### src/rtl/assert_macros.svh
// ----------------------------------------------------------------------------
// assert_macros.svh
// Assertion helpers shared by the RTL modules; compiled out for synthesis.
// ----------------------------------------------------------------------------
`ifndef ASSERT_MACROS_SVH
`define ASSERT_MACROS_SVH

`ifndef SYNTHESIS
// ante |-> cons, checked on every rising edge outside reset
`define ASSERT_SAME(label, clk, rstn, ante, cons) \
    label: assert property (@(posedge clk) disable iff (!(rstn)) (ante) |-> (cons)) \
        else $error("assertion failed: same-cycle check");
// ante |=> cons, checked on every rising edge outside reset
`define ASSERT_NEXT(label, clk, rstn, ante, cons) \
    label: assert property (@(posedge clk) disable iff (!(rstn)) (ante) |=> (cons)) \
        else $error("assertion failed: next-cycle check");
`else
`define ASSERT_SAME(label, clk, rstn, ante, cons)
`define ASSERT_NEXT(label, clk, rstn, ante, cons)
`endif

`endif

### src/rtl/i2ctrf_pkg.sv
// ----------------------------------------------------------------------------
// i2ctrf_pkg
// Shared constants and types of the byte-bus target register file.
// ----------------------------------------------------------------------------
package i2ctrf_pkg;

    localparam int REGISTER_COUNT = 16;
    localparam int IDX_W          = (REGISTER_COUNT > 1) ? $clog2(REGISTER_COUNT) : 1;
    localparam int PTR_W          = 8;
    localparam int CFG_W          = 16;

    localparam logic [IDX_W-1:0] LAST_IDX  = IDX_W'(REGISTER_COUNT - 1);
    localparam logic [PTR_W:0]   COUNT_EXT = (PTR_W + 1)'(REGISTER_COUNT);

    localparam logic [CFG_W-1:0] TEMP_RESET = 16'd255;
    localparam logic [CFG_W-1:0] HUM_RESET  = 16'd600;
    localparam logic [7:0]       FILL_BYTE  = 8'hFF;

    // command codes carried on s_tuser
    typedef enum logic [1:0] {
        CMD_SET_POINTER = 2'd0,
        CMD_WRITE_DATA  = 2'd1,
        CMD_READ        = 2'd2
    } cmd_t;

    // configuration register indexes
    typedef enum logic [0:0] {
        CFG_TEMPERATURE = 1'b0,
        CFG_HUMIDITY    = 1'b1
    } cfg_idx_t;

    // controller -> datapath
    typedef struct packed {
        logic set_ptr;
        logic wr_data;
        logic start_read;
        logic emit;
    } dp_cmd_t;

    // datapath -> controller
    typedef struct packed {
        logic out_free;
        logic emit_last;
    } dp_status_t;

endpackage

### src/rtl/i2ctrf_ctrl.sv
// ----------------------------------------------------------------------------
// i2ctrf_ctrl
// Controller: decodes accepted words and sequences the read burst.
// ----------------------------------------------------------------------------
`include "assert_macros.svh"

module i2ctrf_ctrl (
    input  logic                   aclk,
    input  logic                   aresetn,
    input  logic                   s_tvalid,
    output logic                   s_tready,
    input  i2ctrf_pkg::cmd_t       cmd_code,
    input  i2ctrf_pkg::dp_status_t status,
    output i2ctrf_pkg::dp_cmd_t    cmd
);

    typedef enum logic [0:0] {
        ST_IDLE,
        ST_STREAM
    } state_t;

    state_t state_reg, state_next;
    logic   accept;

    assign s_tready = (state_reg == ST_IDLE);
    assign accept   = s_tvalid && s_tready;

    always_comb begin
        state_next = state_reg;
        cmd        = '0;
        case (state_reg)
            ST_IDLE: begin
                if (accept) begin
                    case (cmd_code)
                        i2ctrf_pkg::CMD_SET_POINTER: cmd.set_ptr = 1'b1;
                        i2ctrf_pkg::CMD_WRITE_DATA:  cmd.wr_data = 1'b1;
                        i2ctrf_pkg::CMD_READ: begin
                            cmd.start_read = 1'b1;
                            state_next     = ST_STREAM;
                        end
                        default: ;  // unused code: dropped
                    endcase
                end
            end
            ST_STREAM: begin
                cmd.emit = status.out_free;
                if (status.out_free && status.emit_last) begin
                    state_next = ST_IDLE;
                end
            end
            default: state_next = ST_IDLE;
        endcase
    end

    always_ff @(posedge aclk) begin
        if (!aresetn) begin
            state_reg <= ST_IDLE;
        end else begin
            state_reg <= state_next;
        end
    end

    `ASSERT_NEXT(a_read_enters_stream, aclk, aresetn, accept && (cmd_code == i2ctrf_pkg::CMD_READ), state_reg == ST_STREAM)
    `ASSERT_SAME(a_emit_needs_slot, aclk, aresetn, cmd.emit, status.out_free && (state_reg == ST_STREAM))
    `ASSERT_NEXT(a_stream_holds, aclk, aresetn, (state_reg == ST_STREAM) && !(cmd.emit && status.emit_last), state_reg == ST_STREAM)

endmodule

### src/rtl/i2ctrf_dp.sv
// ----------------------------------------------------------------------------
// i2ctrf_dp
// Datapath: register store, pointer, sensor words, read index, output word.
// ----------------------------------------------------------------------------
`include "assert_macros.svh"

module i2ctrf_dp (
    input  logic                             aclk,
    input  logic                             aresetn,
    input  i2ctrf_pkg::dp_cmd_t              cmd,
    output i2ctrf_pkg::dp_status_t           status,
    input  logic [7:0]                       bus_byte,
    input  logic                             cfg_wr_en,
    input  i2ctrf_pkg::cfg_idx_t             cfg_index,
    input  logic [i2ctrf_pkg::CFG_W-1:0]     cfg_wdata,
    output logic                             m_tvalid,
    input  logic                             m_tready,
    output logic [7:0]                       m_tdata,
    output logic                             m_tlast
);

    logic [7:0]                        store_reg [i2ctrf_pkg::REGISTER_COUNT];
    logic [i2ctrf_pkg::PTR_W-1:0]      ptr_reg;
    logic [i2ctrf_pkg::CFG_W-1:0]      temp_reg;
    logic [i2ctrf_pkg::CFG_W-1:0]      hum_reg;
    logic [i2ctrf_pkg::IDX_W-1:0]      rd_idx_reg;
    logic                              rd_ovf_reg;
    logic                              out_valid_reg;
    logic [7:0]                        out_data_reg;
    logic                              out_last_reg;

    logic                              ptr_in_range;
    logic [i2ctrf_pkg::IDX_W-1:0]      ptr_idx;

    assign ptr_in_range     = {1'b0, ptr_reg} < i2ctrf_pkg::COUNT_EXT;
    assign ptr_idx          = ptr_reg[i2ctrf_pkg::IDX_W-1:0];
    assign status.out_free  = !out_valid_reg || m_tready;
    // pointer past the store sends a single fill byte
    assign status.emit_last = rd_ovf_reg || (rd_idx_reg == i2ctrf_pkg::LAST_IDX);

    assign m_tvalid = out_valid_reg;
    assign m_tdata  = out_data_reg;
    assign m_tlast  = out_last_reg;

    // config registers
    always_ff @(posedge aclk) begin
        if (!aresetn) begin
            temp_reg <= i2ctrf_pkg::TEMP_RESET;
            hum_reg  <= i2ctrf_pkg::HUM_RESET;
        end else if (cfg_wr_en) begin
            case (cfg_index)
                i2ctrf_pkg::CFG_TEMPERATURE: temp_reg <= cfg_wdata;
                i2ctrf_pkg::CFG_HUMIDITY:    hum_reg  <= cfg_wdata;
                default: ;
            endcase
        end
    end

    // store and pointer
    always_ff @(posedge aclk) begin
        if (!aresetn) begin
            for (int i = 0; i < i2ctrf_pkg::REGISTER_COUNT; i++) begin
                store_reg[i] <= '0;
            end
            ptr_reg <= '0;
        end else begin
            if (cmd.set_ptr) begin
                ptr_reg <= bus_byte;
            end
            if (cmd.wr_data && ptr_in_range) begin
                store_reg[ptr_idx] <= bus_byte;
                ptr_reg            <= ptr_reg + 1'b1;
            end
            if (cmd.start_read) begin
                store_reg[0] <= temp_reg[15:8];
                store_reg[1] <= temp_reg[7:0];
                store_reg[2] <= hum_reg[15:8];
                store_reg[3] <= hum_reg[7:0];
            end
        end
    end

    // read index: payload, loaded at every read start
    always_ff @(posedge aclk) begin
        if (cmd.start_read) begin
            rd_idx_reg <= ptr_idx;
            rd_ovf_reg <= !ptr_in_range;
        end else if (cmd.emit) begin
            rd_idx_reg <= rd_idx_reg + 1'b1;
        end
    end

    // output word register
    always_ff @(posedge aclk) begin
        if (!aresetn) begin
            out_valid_reg <= 1'b0;
        end else if (cmd.emit) begin
            out_valid_reg <= 1'b1;
        end else if (m_tready) begin
            out_valid_reg <= 1'b0;
        end
    end

    always_ff @(posedge aclk) begin
        if (cmd.emit) begin
            out_data_reg <= rd_ovf_reg ? i2ctrf_pkg::FILL_BYTE : store_reg[rd_idx_reg];
            out_last_reg <= status.emit_last;
        end
    end

    `ASSERT_NEXT(a_drop_keeps_ptr, aclk, aresetn, cmd.wr_data && !ptr_in_range, $stable(ptr_reg))
    `ASSERT_NEXT(a_emit_fills_out, aclk, aresetn, cmd.emit, m_tvalid && (m_tlast == $past(status.emit_last)))
    `ASSERT_NEXT(a_ovf_sends_fill, aclk, aresetn, cmd.emit && rd_ovf_reg, (m_tdata == i2ctrf_pkg::FILL_BYTE) && m_tlast)

endmodule

### src/rtl/i2c_target_register_file.sv
// ----------------------------------------------------------------------------
// i2c_target_register_file
// Byte-bus target register map with auto-increment pointer and sensor bytes.
// ----------------------------------------------------------------------------
//  channel   | dir | tdata            | tuser     | tlast
//  ----------+-----+------------------+-----------+-----------
//  s_ (cmd)  | in  | [7:0] bus_byte   | [1:0] cmd | -
//  m_ (read) | out | [7:0] read_byte  | -         | last_byte
//  cfg_      | in  | cfg_wdata[15:0] at cfg_index, on cfg_wr_en
//
// A read is accepted, then streams 16 - pointer bytes (one fill byte if
// the pointer is past the store) at one per cycle from the store;
// m_tready low stalls the stream.
// s_tready is low while a burst streams; the last byte may still wait in
// the output register while the next word is taken.
// Reset clears the store and pointer and loads the config reset values.
// ----------------------------------------------------------------------------
module i2c_target_register_file (
    input  logic                         aclk,
    input  logic                         aresetn,
    input  logic                         s_tvalid,
    output logic                         s_tready,
    input  logic [7:0]                   s_tdata,   // [7:0] bus_byte
    input  logic [1:0]                   s_tuser,   // [1:0] cmd
    output logic                         m_tvalid,
    input  logic                         m_tready,
    output logic [7:0]                   m_tdata,   // [7:0] read_byte
    output logic                         m_tlast,
    input  logic                         cfg_wr_en,
    input  logic [0:0]                   cfg_index,
    input  logic [i2ctrf_pkg::CFG_W-1:0] cfg_wdata
);

    i2ctrf_pkg::dp_cmd_t    cmd;
    i2ctrf_pkg::dp_status_t status;

    i2ctrf_ctrl u_ctrl (
        .aclk     (aclk),
        .aresetn  (aresetn),
        .s_tvalid (s_tvalid),
        .s_tready (s_tready),
        .cmd_code (i2ctrf_pkg::cmd_t'(s_tuser)),
        .status   (status),
        .cmd      (cmd)
    );

    i2ctrf_dp u_dp (
        .aclk      (aclk),
        .aresetn   (aresetn),
        .cmd       (cmd),
        .status    (status),
        .bus_byte  (s_tdata),
        .cfg_wr_en (cfg_wr_en),
        .cfg_index (i2ctrf_pkg::cfg_idx_t'(cfg_index)),
        .cfg_wdata (cfg_wdata),
        .m_tvalid  (m_tvalid),
        .m_tready  (m_tready),
        .m_tdata   (m_tdata),
        .m_tlast   (m_tlast)
    );

endmodule

### config.mk
export PLATFORM = sky130hd
export DESIGN_NAME = i2c_target_register_file
export DESIGN_NICKNAME = d
export VERILOG_FILES = /design/src/rtl/i2ctrf_pkg.sv /design/src/rtl/i2ctrf_ctrl.sv /design/src/rtl/i2ctrf_dp.sv /design/src/rtl/i2c_target_register_file.sv
export VERILOG_INCLUDE_DIRS = /design/src /design/src/rtl
export SDC_FILE = /design/constraint.sdc
export NUM_CORES = 1
export LEC_CHECK = 0
export ABC_AREA = 1
export BUFFER_PORTS_ARGS = -buffer_cell sky130_fd_sc_hd__buf_2
export CAP_MARGIN = 25
export CORE_MARGIN = 2
export CORE_UTILIZATION = 25
export DETAILED_ROUTE_END_ITERATION = 10
export GPL_TIMING_DRIVEN = 0
export PLACE_DENSITY = 0.45
export SLEW_MARGIN = 20
export SYNTH_ARGS = -nofsm -noshare
export SYNTH_HDL_FRONTEND = slang
export SYNTH_SLANG_ARGS = --single-unit
export TNS_END_PERCENT = 50
### constraint.sdc
create_clock -name aclk -period 2.1 [get_ports aclk]
set_clock_uncertainty 0.05 [all_clocks]
set_input_delay 0.42 -clock aclk [delete_from_list [all_inputs] [get_ports aclk]]
set_output_delay 0.42 -clock aclk [all_outputs]
set_load 0.01 [all_outputs]
## Word-level counts from Yosys, hierarchy flattened

Memory sizes are Yosys's and may differ from the RTL's. A register that Yosys moved wholly into a read port is not among the register bits.
Index checks and enable logic that the tools add are counted.

| storage, ports and cells | value |
|---|---|
| register bits | 48 |
| bits in latches | 0 |
| memory bits (writable) | 128 |
| ROM bits | 0 |
| output and inout bits | 11 |
| memories | 1 |

Memory list:

| name | depth | width | rd ports | clocked after Yosys merged registers in | write ports | line | RTL |
|---|---|---|---|---|---|---|---|
| u_dp.store_reg | 16 | 8 | 1 | 1 | 16 | i2ctrf_dp.sv:22 | `logic [7:0] store_reg [i2ctrf_pkg::REGISTER_COUNT];` |

| cells by class | value |
|---|---|
| $add $sub $neg | 2 |
| multipliers | 0 |
| divide/modulo/power cells | 0 |
| $lt $le $gt $ge | 1 |
| equal/unequal tests | 3 |
| shift operators | 0 |
| muxes and demuxes | 29 |
| bitwise operators | 6 |
| reduce and logical (&&, ||, !) cells | 14 |

Operator list:

| operator | number |
|---|---|
| $mux W8 | 7 |
| $mux W1 | 16 |
| $mux W4 | 3 |
| $add A8 B1 Y8 const B | 1 |
| $lt A8 B5 Y1 const B | 1 |
| $reduce_or A8 Y1 | 1 |
| $mux W3 | 2 |
| $reduce_bool A2 Y1 | 3 |
| $add A4 B1 Y4 const B | 1 |
| $eq A4 B4 Y1 const B | 1 |
| $or A1 B1 Y1 | 4 |
| $reduce_and A2 Y1 | 2 |
| $logic_and A1 B1 Y1 | 3 |
| $eq A2 B1 Y1 const B | 1 |
| $eq A2 B2 Y1 const B | 1 |
| $logic_not A1 Y1 | 2 |
| $logic_not A2 Y1 | 1 |
| $logic_or A1 B1 Y1 | 2 |
| $not A1 Y1 | 2 |
| $pmux W1 S2 | 1 |

## Depth between registers and ports, before layout

Gate-level depths: netlist of the first run.

| depth | value |
|---|---|
| word-level depth | 10 |
| depth in mapped cells | 10 |
| depth with buffers taken out | 9 |

## By module

A second synthesis of the first run with hierarchy kept.

| unflattened totals | value |
|---|---|
| cell total of the unflattened synthesis | 1,004 |
| area total of the unflattened synthesis | 8,922.3 µm² |

Modules (own cells, without submodules):

| module | instances | cells each | area an instance (µm²) |
|---|---|---|---|
| i2ctrf_dp | 1 | 986 | 8,822.2 |
| i2ctrf_ctrl | 1 | 18 | 100.1 |

## Worst setup path before layout of the first run

No wires, ideal clock.

| timing | value |
|---|---|
| kind | register to register |
| start point | register u_dp.ptr_reg[1] (netlist name) |
| end point | memory u_dp.store_reg[1][0], enable pin |
| library setup time | 0.329 ns |
| arrival | 1.442 ns |
| slack | 0.279 ns |
| stages on the path, launching flop included | 7 |
| buffers on the path | 0 |
| cell sequence | dfxtp_1 > inv_1 > ha_1 > inv_1 > nor2_1 > nand2_1 > nand2_1 |

RTL lines:

| element | line | RTL |
|---|---|---|
| start, declared | i2ctrf_dp.sv:23 | `logic [i2ctrf_pkg::PTR_W-1:0] ptr_reg;` |
| start signal, assigned | i2ctrf_dp.sv:68 | `ptr_reg <= bus_byte;` |
| start signal, assigned | i2ctrf_dp.sv:72 | `ptr_reg <= ptr_reg + 1'b1;` |
| end, declared | i2ctrf_dp.sv:22 |  |

==> results of run 1 <==
[kinds of logic (layout without fill, tap and decap cells)]
logic type / count (synthesis) / count (layout) / share of synthesized area, %
fa+ha+maj: 5 / 5 / 0.712
compound gates: 59 / 59 / 3.36
simple gates: 583 / 583 / 29.7
buf+inv: 178 / 254 / 7.96
flops: 184 / 184 / 58.1
xor+xnor: 2 / 2 / 0.199
[power by group]
group | leakage [uW] | switching, uW | internal [uW]
Clock | 0.000306 | 1630 | 1830
Combinational | 0.00221 | 545 | 220
Sequential | 0.00180 | 62.2 | 4070
Total | 0.00432 | 2230 | 6120
[layer usage]
| metal | wire (um) | vias up | GRT usage [%] |
|---|---|---|---|
| li1 | - | 3381 | - |
| met1 | 12100 | 3179 | 19.6 |
| met2 | 12100 | 146 | 23.7 |
| met3 | 942 | 29 | 2.46 |
| met4 | 355 | 0 | 3.34 |
| met5 | 0 | - | 0 |
[layout make-up]
class	count	share of cell area, %
sequential	184	49.6
clock buffer	17	4.14
timing repair buffer	45	2.26
clock inverter	15	1.89
tap	455	5.53
inverter	127	4.67
buffer	50	2.38
multi-input combinational	649	29.5
[worst max-delay path: cells and delay by family]
| family | cells | cell delay [ns] |
|---|---|---|
| buf+inv | 3 | 1.29 |
| simple gates | 1 | 0.43 |
[worst max path at each step]
stage,startpoint,end,cells past startpoint,slack [ns]
2_1_floorplan,u_dp.ptr_reg[1]$_SDFFE_PN0P_,u_dp.store_reg[1][0]$_DFFE_PP_,6,0.28
3_3_place_gp,aresetn,u_dp.store_reg[5][5]$_SDFFCE_PN0P_,4,-0.34
3_5_place_dp,aresetn,u_dp.store_reg[14][5]$_SDFFCE_PN0P_,4,-0.31
4_1_cts,u_dp.rd_idx_reg[0]$_DFFE_PP_,u_dp.m_tdata[5]$_SDFFCE_PP1P_,8,0.01
5_1_grt,aresetn,u_dp.store_reg[4][3]$_SDFFCE_PN0P_,4,-0.06
6_report,aresetn,u_dp.store_reg[4][6]$_SDFFCE_PN0P_,4,-0.007
[stage by stage]
step           setup WS [ns]  instance area, um2  instances
2_1_floorplan          0.279                8790       1011
3_3_place_gp          -0.337                9570       1508
3_5_place_dp          -0.306                9570       1508
4_1_cts               0.0101               10200       1539
5_1_grt              -0.0633               10300       1542
6_report            -0.00675               10300       1542
[timing repair]
| action | 4_1_cts | 5_1_grt |
|---|---|---|
| endpoints found under the setup margin | 24 | 136 |
| pin swaps | 0 | 0 |
| setup buffers | 0 | 3 |
| resized for setup | 9 | 39 |
[placed cells by master (no fill, tap or decap), drive strengths merged]
cell type / synthesis / routed
a21oi: 7 / 7
buf: 12 / 58
bufinv: 0 / 2
clkbuf: 39 / 54
clkinv: 2 / 4
clkinvlp: 0 / 1
dfxtp: 42 / 42
edfxtp: 142 / 142
ha: 5 / 5
inv: 125 / 135
nand2: 236 / 236
nand3: 157 / 157
nand4: 1 / 1
nor2: 164 / 164
o21ai: 52 / 52
or2: 25 / 25
xnor2: 1 / 1
xor2: 1 / 1
==> results.json, run 1 <==
{
  "n_antenna_cell": 0,
  "io_buffer_count": 42,
  "powerDensity_nw_per_um2": 812,
  "fin_util_pct": 29.8,
  "p_total_uw": 8360,
  "syn_area_um2": 8790,
  "whs_ns": 0.164,
  "rows": 68,
  "via_count": 6735,
  "cts_hold_buf": 0,
  "maxCapViolations": 0,
  "rr_worst_depth": 8,
  "r2r_end": "u_dp.m_tdata[0]$_SDFFCE_PP1P_",
  "syn_inst": 1011,
  "clock_sinks": 184,
  "hp-class": "primary input to flop",
  "grt_max_degree": 20,
  "min_path_cells": 3,
  "crit_required_ns": 2.14,
  "die_h_um": 191,
  "routed_wirelength_um": 25500,
  "path_clk_slew_ns": 0.08,
  "synth_top_area_share_pct": 48.5,
  "grt_pass1_wl_um": 38500,
  "cts_buffer_depth": 2,
  "core_area_um2": 34500,
  "slew-limit-headroom_pct": 32.8,
  "detail_route.iter0.violations": 517,
  "r2r_start": "u_dp.rd_idx_reg[0]$_DFFE_PP_",
  "via_per_inst": 4.37,
  "overflow": 0,
  "cts_buffers": 17,
  "holdPathEnd": "u_dp.hum_reg[6]$_SDFFE_PN1P_",
  "final_net_count": 1111,
  "cts-root-buf": "clkbuf_16",
  "num_io_pins": 43,
  "fmax_ghz": 0.475,
  "start_util_pct": 25.4,
  "setup_ws_ns": -0.00675,
  "dieArea_um2": 36700,
  "multi_input_comb_area_um2": 3040,
  "critPathArrivalTime_ns": 2.15,
  "seq_area_um2": 5100,
  "clock_latency_ns": 0.45,
  "synth_flop_cell": "edfxtp_1",
  "cp-start-kind": "primary input",
  "syn_to_final_growth_pct": 17.1,
  "cts_tree": "built",
  "ys_ff_latch": 184,
  "die_x_um": 191,
  "synth-edff-count": 142,
  "post-route-period-util_pct": 100,
  "critical_path_class": "primary input to flop",
  "cp_common_cell": "clkbuf_1",
  "fillers": 3771,
  "place.gp.congestion": 0.902,
  "failed_checks": "negative setup slack",
  "synth_async_sr_flop_share_pct": 0,
  "status": "complete, but fails checks",
  "synthTopCellsByCount": "nand2_1, nor2_1, nand3_1, edfxtp_1, inv_1",
  "syn_avg_cell_area_um2": 8.69,
  "yosys_warnings": 0,
  "yosysSeqAreaShare_pct": 58.1,
  "worstSetupEndpointType": "flop",
  "grt_use_total_pct": 14.4,
  "peakVddDrop_uv": 587,
  "synthMostInstantiatedCell": "nand2_1",
  "cp_slowest_cell": "clkbuf_1",
  "r2r_slack_ns": 0.07,
  "finalMaxSlewViolations": 0,
  "fin_crit_ns": 2.11,
  "synth.distinct_cells": 24,
  "path_cells": "buf_2 > clkbuf_1 > clkbuf_1 > nand2_1",
  "rsz0062_at_grt": "true",
  "hpwl_um": 18900,
  "synth_nets": 1048,
  "synth_area_leader_cell": "edfxtp_1",
  "tns_ns": -0.0398,
  "slowest_delay_ns": 0.70,
  "worstPathMaxFanout": 10,
  "grt_pass1_vias": 6511,
  "firstDrtPassIters": 5,
  "worstHoldStart": "cfg_wdata[6]",
  "ys_top_cells_by_area": "edfxtp_1, nand2_1, dfxtp_1",
  "drive_gt1_share_pct": 14.8,
  "antenna_found_initial": 0,
  "largest_reg_flops": 128,
  "hold_viol": 0,
  "htreeDepth": 4,
  "drc_errors": 0,
  "setup_violations": 8,
  "max_slew.worst_pin.slew_ns": 1.01,
  "ant_nets": 0,
  "p_leak_uw": 0.00432,
  "routedWlPerCell_um": 16.5
}
(Power assumes the default switching activity.)
==> run 2, diff against run 1 <==
--- a/config.mk
+++ b/config.mk
@@ -14,6 +14,7 @@
 export DETAILED_ROUTE_END_ITERATION = 10
 export GPL_TIMING_DRIVEN = 0
 export PLACE_DENSITY = 0.45
+export SETUP_SLACK_MARGIN = 0.02
 export SLEW_MARGIN = 20
 export SYNTH_ARGS = -nofsm -noshare
 export SYNTH_HDL_FRONTEND = slang
==> run 2 against run 1 <==
The run still ends with negative setup slack left; critical path depth unchanged; sequential cell count is the same; global-route usage about the same; sequential power hardly changed; via count is essentially flat; non-clock buffer count is the same; total power is 0.10% lower; clock power barely moved; worst setup slack got worse by 0.0050 ns; largest cell class unchanged; critical endpoint is now u_dp.store_reg[4][3]$_SDFFCE_PN0P_; first-iteration DRC count is 0.19% lower.
==> results.json, run 2 (synthesis gave the netlist of run 1 again) <==
{
  "status": "complete, but fails checks",
  "failed_checks": "negative setup slack",
  "path_clk_slew_ns": 0.08,
  "rsz0062_at_grt": "true",
  "grt-busiest-layer": "met2",
  "p_sw_uw": 2230,
  "cts-root-buf": "clkbuf_16",
  "crit_required_ns": 2.15,
  "max_slew.worst_pin.slew_ns": 0.981,
  "start_util_pct": 25.4,
  "ant_nets": 0,
  "maxCapViolations": 0,
  "path_cells": "buf_2 > clkbuf_1 > clkbuf_1 > nand2_1",
  "p_seq_share_pct": 49.5,
  "hold_viol": 0,
  "layout_common_cells": "nand2_1, nor2_1, nand3_1",
  "pwr-share-clk_pct": 41.3,
  "critical_path_class": "primary input to flop",
  "drive_gt1_share_pct": 14.8,
  "cts_tree": "built",
  "cp_common_cell": "clkbuf_1",
  "cts_buffer_depth": 2,
  "slowest_delay_ns": 0.70,
  "cp_slowest_cell": "clkbuf_1",
  "core_area_um2": 34500,
  "n_antenna_cell": 0,
  "grt_use_met2_pct": 23.7,
  "critPathBufInv": 3,
  "clock_latency_ns": 0.44,
  "combPwrFrac_pct": 9.2,
  "syn_to_final_growth_pct": 17.0,
  "critPathArrivalTime_ns": 2.16,
  "use_met1_pct": 19.6,
  "clock_sinks": 184,
  "whs_ns": 0.167,
  "io_buffer_count": 42,
  "p_leak_uw": 0.00432,
  "dieArea_um2": 36700,
  "rows": 68,
  "fin_crit_ns": 2.11,
  "hpwl_um": 18900,
  "die_h_um": 191,
  "hp-class": "primary input to flop",
  "finalMaxSlewViolations": 0,
  "via_count": 6741,
  "via_per_inst": 4.37,
  "grt_pass1_wl_um": 38500,
  "p_total_uw": 8350,
  "routedWlPerCell_um": 16.5,
  "firstDrtPassIters": 7,
  "drc_errors": 0,
  "p_int_uw": 6120,
  "htreeDepth": 4,
  "grt_use_met3_pct": 2.37,
  "powerDensity_nw_per_um2": 812,
  "place.gp.congestion": 0.902,
  "largest_reg_flops": 128,
  "worstSetupEndpointType": "flop",
  "grt_max_degree": 20,
  "post-route-period-util_pct": 101,
  "detail_route.iter0.violations": 516,
  "slew-limit-headroom_pct": 34.6,
  "die_x_um": 191,
  "antenna_found_initial": 0,
  "num_io_pins": 43,
  "overflow": 0,
  "grt_pass1_vias": 6508,
  "grt_use_total_pct": 14.4,
  "cp-start-kind": "primary input",
  "layout_commonest_cell": "nand2_1",
  "setup_violations": 8,
  "peakVddDrop_uv": 581,
  "fmax_ghz": 0.474,
  "p_sw_share_pct": 26.7,
  "cts_buffers": 17,
  "final_net_count": 1111,
  "routed_wirelength_um": 25500,
  "cts_hold_buf": 0,
  "setup_ws_ns": -0.0118,
  "critPathTopFamily": "buffers and inverters",
  "worstPathMaxFanout": 10
}
## run 2: cell types whose count changed in the layout (fill, tap and decap cells not counted), sizes merged
cell	before	now
buf	58	57
clkbuf	54	55
## run 2: stage by stage
step	setup slack, ns	instance area (um2)	utilization, %	cells	setup TNS [ns]
2_1_floorplan	0.279	8790	-	1011	0
5_1_grt	-0.0642	10300	29.8	1542	-1.09
3_3_place_gp	-0.337	9570	27.7	1508	-31.60
6_report	-0.0118	10300	29.8	1542	-0.0826
3_5_place_dp	-0.306	9570	27.7	1508	-30.37
4_1_cts	0.0267	10200	29.6	1540	0
## run 2: final timing paths
check	depth (start not counted)	slack, ns	end	startpoint
setup reg to reg	5	0.06	u_dp.m_tdata[5]$_SDFFCE_PP1P_	u_dp.rd_idx_reg[2]$_DFFE_PP_
hold / removal	3	0.17	u_dp.hum_reg[6]$_SDFFE_PN1P_	cfg_wdata[6]
setup / recovery	4	-0.01	u_dp.store_reg[4][3]$_SDFFCE_PN0P_	aresetn
hold reg to reg	2	0.42	u_dp.temp_reg[6]$_SDFFE_PN1P_	u_dp.temp_reg[6]$_SDFFE_PN1P_
## run 2: tightest hold or removal path: stages
cell	delay, ns
buf_2	0.11
nand2_1	0.05
nand3_1	0.05
## run 2: power by group through the flow
stage / clock [uW] / sequential [uW] / combinational [uW]
after floorplan: 0 / 4200 / 467
after global placement: 0 / 4210 / 749
after detailed placement: 0 / 4220 / 750
after CTS: 3510 / 4130 / 758
after global routing: 3670 / 4150 / 853
final: 3450 / 4130 / 767
## run 2: layout make-up
class                      count  area (um2)
fill                        3774       24300
sequential                   184        5100
multi-input combinational    649        3030
tap                          455         569
inverter                     127         480
clock buffer                  17         425
buffer                        51         251
timing repair buffer          44         225
clock inverter                15         194
## run 2: routing by layer
| metal | routed length, um | part of all wire [%] |
|---|---|---|
| met3 | 927 | 3.6 |
| met4 | 373 | 1.5 |
| met2 | 12100 | 47 |
| met5 | 0 | 0 |
| met1 | 12100 | 48 |
## run 2: repair_timing
item                                    4_1_cts  5_1_grt
pin swaps                                     0        0
gates resized for setup                      11       38
setup buffers                                 0        2
endpoints found under the setup margin       24      136
==> run 3, diff against run 2 <==
--- a/config.mk
+++ b/config.mk
@@ -8,12 +8,12 @@
 export LEC_CHECK = 0
 export ABC_AREA = 1
 export BUFFER_PORTS_ARGS = -buffer_cell sky130_fd_sc_hd__buf_2
-export CAP_MARGIN = 25
+export CAP_MARGIN = 20
 export CORE_MARGIN = 2
 export CORE_UTILIZATION = 25
 export DETAILED_ROUTE_END_ITERATION = 10
 export GPL_TIMING_DRIVEN = 0
-export PLACE_DENSITY = 0.45
+export PLACE_DENSITY = 0.47
 export SETUP_SLACK_MARGIN = 0.02
 export SLEW_MARGIN = 20
 export SYNTH_ARGS = -nofsm -noshare
==> constraint.sdc (replaced) <==
create_clock -name aclk -period 1.7 [get_ports aclk]
set_clock_uncertainty 0.05 [all_clocks]
set_input_delay 0.34 -clock aclk [delete_from_list [all_inputs] [get_ports aclk]]
set_output_delay 0.34 -clock aclk [all_outputs]
set_load 0.01 [all_outputs]
==> run 3 against run 2 <==
The flow still finishes with violations (negative setup slack); worst hold slack worse by 0.083 ns; largest power group unchanged; die area stayed put; register-to-register slack worse by 0.20 ns; critical endpoint is now u_dp.m_tdata[2]$_SDFFCE_PP1P_; core utilization is 4.9 points higher.
==> results.json, run 3 (synthesis gave the netlist of run 1 again) <==
{
  "path_clk_slew_ns": 0.07,
  "cts_buffers": 17,
  "ant_nets": 0,
  "p_sw_share_pct": 25.1,
  "detail_route.iter0.violations": 473,
  "fin_util_pct": 34.6,
  "cp-start-kind": "flop",
  "hp-class": "primary input to flop",
  "critical_path_class": "flop to flop",
  "n_antenna_cell": 0,
  "maxCapViolations": 0,
  "finalMaxSlewViolations": 0,
  "r2r_end": "u_dp.m_tdata[2]$_SDFFCE_PP1P_",
  "hpwl_um": 18600,
  "htreeDepth": 4,
  "hold_viol": 0,
  "clock_sinks": 184,
  "grt_pass1_vias": 7065,
  "p_seq_share_pct": 46.5,
  "firstDrtPassIters": 4,
  "via_count": 7130,
  "largest_reg_flops": 128,
  "die_h_um": 191,
  "fin_crit_ns": 1.84,
  "fmax_ghz": 0.545,
  "io_buffer_count": 42,
  "pwr-share-clk_pct": 42.1,
  "p_sw_uw": 2760,
  "startpoint": "u_dp.rd_idx_reg[0]$_DFFE_PP_",
  "antenna_found_initial": 0,
  "routed_wirelength_um": 26900,
  "place.gp.congestion": 0.853,
  "dieArea_um2": 36700,
  "rows": 68,
  "critPathArrivalTime_ns": 1.97,
  "num_io_pins": 43,
  "die_x_um": 191,
  "setup_violations": 10,
  "cts_tree": "built",
  "final_net_count": 1162,
  "overflow": 0,
  "endpoint": "u_dp.m_tdata[2]$_SDFFCE_PP1P_",
  "peakVddDrop_uv": 723,
  "grt_use_total_pct": 15.0,
  "setup_ws_ns": -0.136,
  "worstSetupEndpointType": "flop",
  "status": "complete, but fails checks",
  "worstPathMaxFanout": 6,
  "post-route-period-util_pct": 108,
  "core_area_um2": 34500,
  "rsz0062_at_grt": "true",
  "crit_required_ns": 1.83,
  "clock_latency_ns": 0.45,
  "max_slew.worst_pin.slew_ns": 1.17,
  "routedWlPerCell_um": 16.9,
  "rr_worst_depth": 9,
  "cts-root-buf": "clkbuf_16",
  "r2r_slack_ns": -0.14,
  "r2r_start": "u_dp.rd_idx_reg[0]$_DFFE_PP_",
  "syn_to_final_growth_pct": 36.1,
  "cts_hold_buf": 0,
  "layout_common_cells": "nand2_1, edfxtp_1, nor2_1",
  "combPwrFrac_pct": 11.4,
  "place_ws_ns": -0.691,
  "start_util_pct": 25.4,
  "drc_errors": 0,
  "p_int_uw": 8240,
  "layout_commonest_cell": "nand2_1",
  "p_leak_uw": 0.00493,
  "via_per_inst": 4.48,
  "powerDensity_nw_per_um2": 920,
  "drive_gt1_share_pct": 32.9,
  "cts_buffer_depth": 2,
  "grt_max_degree": 17,
  "slew-limit-headroom_pct": 21.9,
  "failed_checks": "negative setup slack",
  "grt_pass1_wl_um": 40800
}
run 3: changes by cell type in the layout (fill, tap and decap cells not counted), sizes merged:
cell      before  now
buf           57  110
inv          135  127
bufinv         2    6
clkinv         4    7
clkbuf        55   53
clkinvlp       1    2
run 3: critical path: stages (launching register included):
cell,delay (ns)
edfxtp_1,0.43
buf_6,0.18
clkinvlp_4,0.14
buf_8,0.16
clkbuf_16,0.16
nand2_2,0.06
nand3_2,0.07
nand3_2,0.11
nand3_2,0.13
nand3_4,0.08
run 3: power by group through the flow:
stage	Sequential, uW	Clock [uW]	Combinational (uW)
6_report	5120	4630	1260
5_1_grt	5130	4820	1370
4_1_cts	5110	4670	1160
3_5_place_dp	5210	0	920
3_3_place_gp	5200	0	918
2_1_floorplan	5180	0	580
run 3: worst min path at each step:
stage	startpoint	endpoint	slack, ns	cells after the start
after floorplan	u_dp.temp_reg[0]$_SDFFE_PN1P_	u_dp.temp_reg[0]$_SDFFE_PN1P_	0.38	2
final	cfg_wdata[3]	u_dp.hum_reg[3]$_SDFFE_PN1P_	0.08	3
after global routing	cfg_wdata[4]	u_dp.hum_reg[4]$_SDFFE_PN1P_	0.08	3
after global placement	u_dp.temp_reg[3]$_SDFFE_PN1P_	u_dp.temp_reg[3]$_SDFFE_PN1P_	0.40	2
after CTS	cfg_wdata[4]	u_dp.hum_reg[4]$_SDFFE_PN1P_	0.07	3
after detailed placement	u_dp.temp_reg[7]$_SDFFE_PN1P_	u_dp.temp_reg[7]$_SDFFE_PN1P_	0.40	2
run 3: what timing repair did:
item / 4_1_cts / 5_1_grt
gates cloned: 3 / 3
resized for setup: 202 / 114
buffers inserted: 39 / 10
hold endpoints to repair: 0 / 0
setup endpoints to repair: 174 / 263
pin swaps: 37 / 29
run 3: final cells by class:
type / instances / area [um2]
Sequential cell: 184 / 5110
Timing Repair Buffer: 97 / 787
Buffer: 49 / 385
Clock inverter: 15 / 246
Clock buffer: 17 / 425
Inverter: 127 / 484
Fill cell: 3603 / 22600
Tap cell: 455 / 569
Multi-Input combinational cell: 649 / 3950
run 3: per-stage QoR:
stage	setup TNS, ns	cell area [um2]	hold WS, ns	power, uW	std cells
after global routing	-2.08	12000	0.0780	11300	1593
after floorplan	-1.49	8790	0.379	5760	1011
after CTS	-1.17	11500	0.0660	10900	1581
after global placement	-91.40	9570	0.395	6120	1508
final	-0.900	12000	0.0842	11000	1593
after detailed placement	-93.55	9570	0.396	6130	1508
run 3: per-layer routing:
metal,routed length [um],GRT usage (%),share of wire [%]
met3,1060,2.75,3.9
met4,501,5.15,1.9
met2,12900,24.5,48
met1,12400,19.9,46
met5,0,0,0
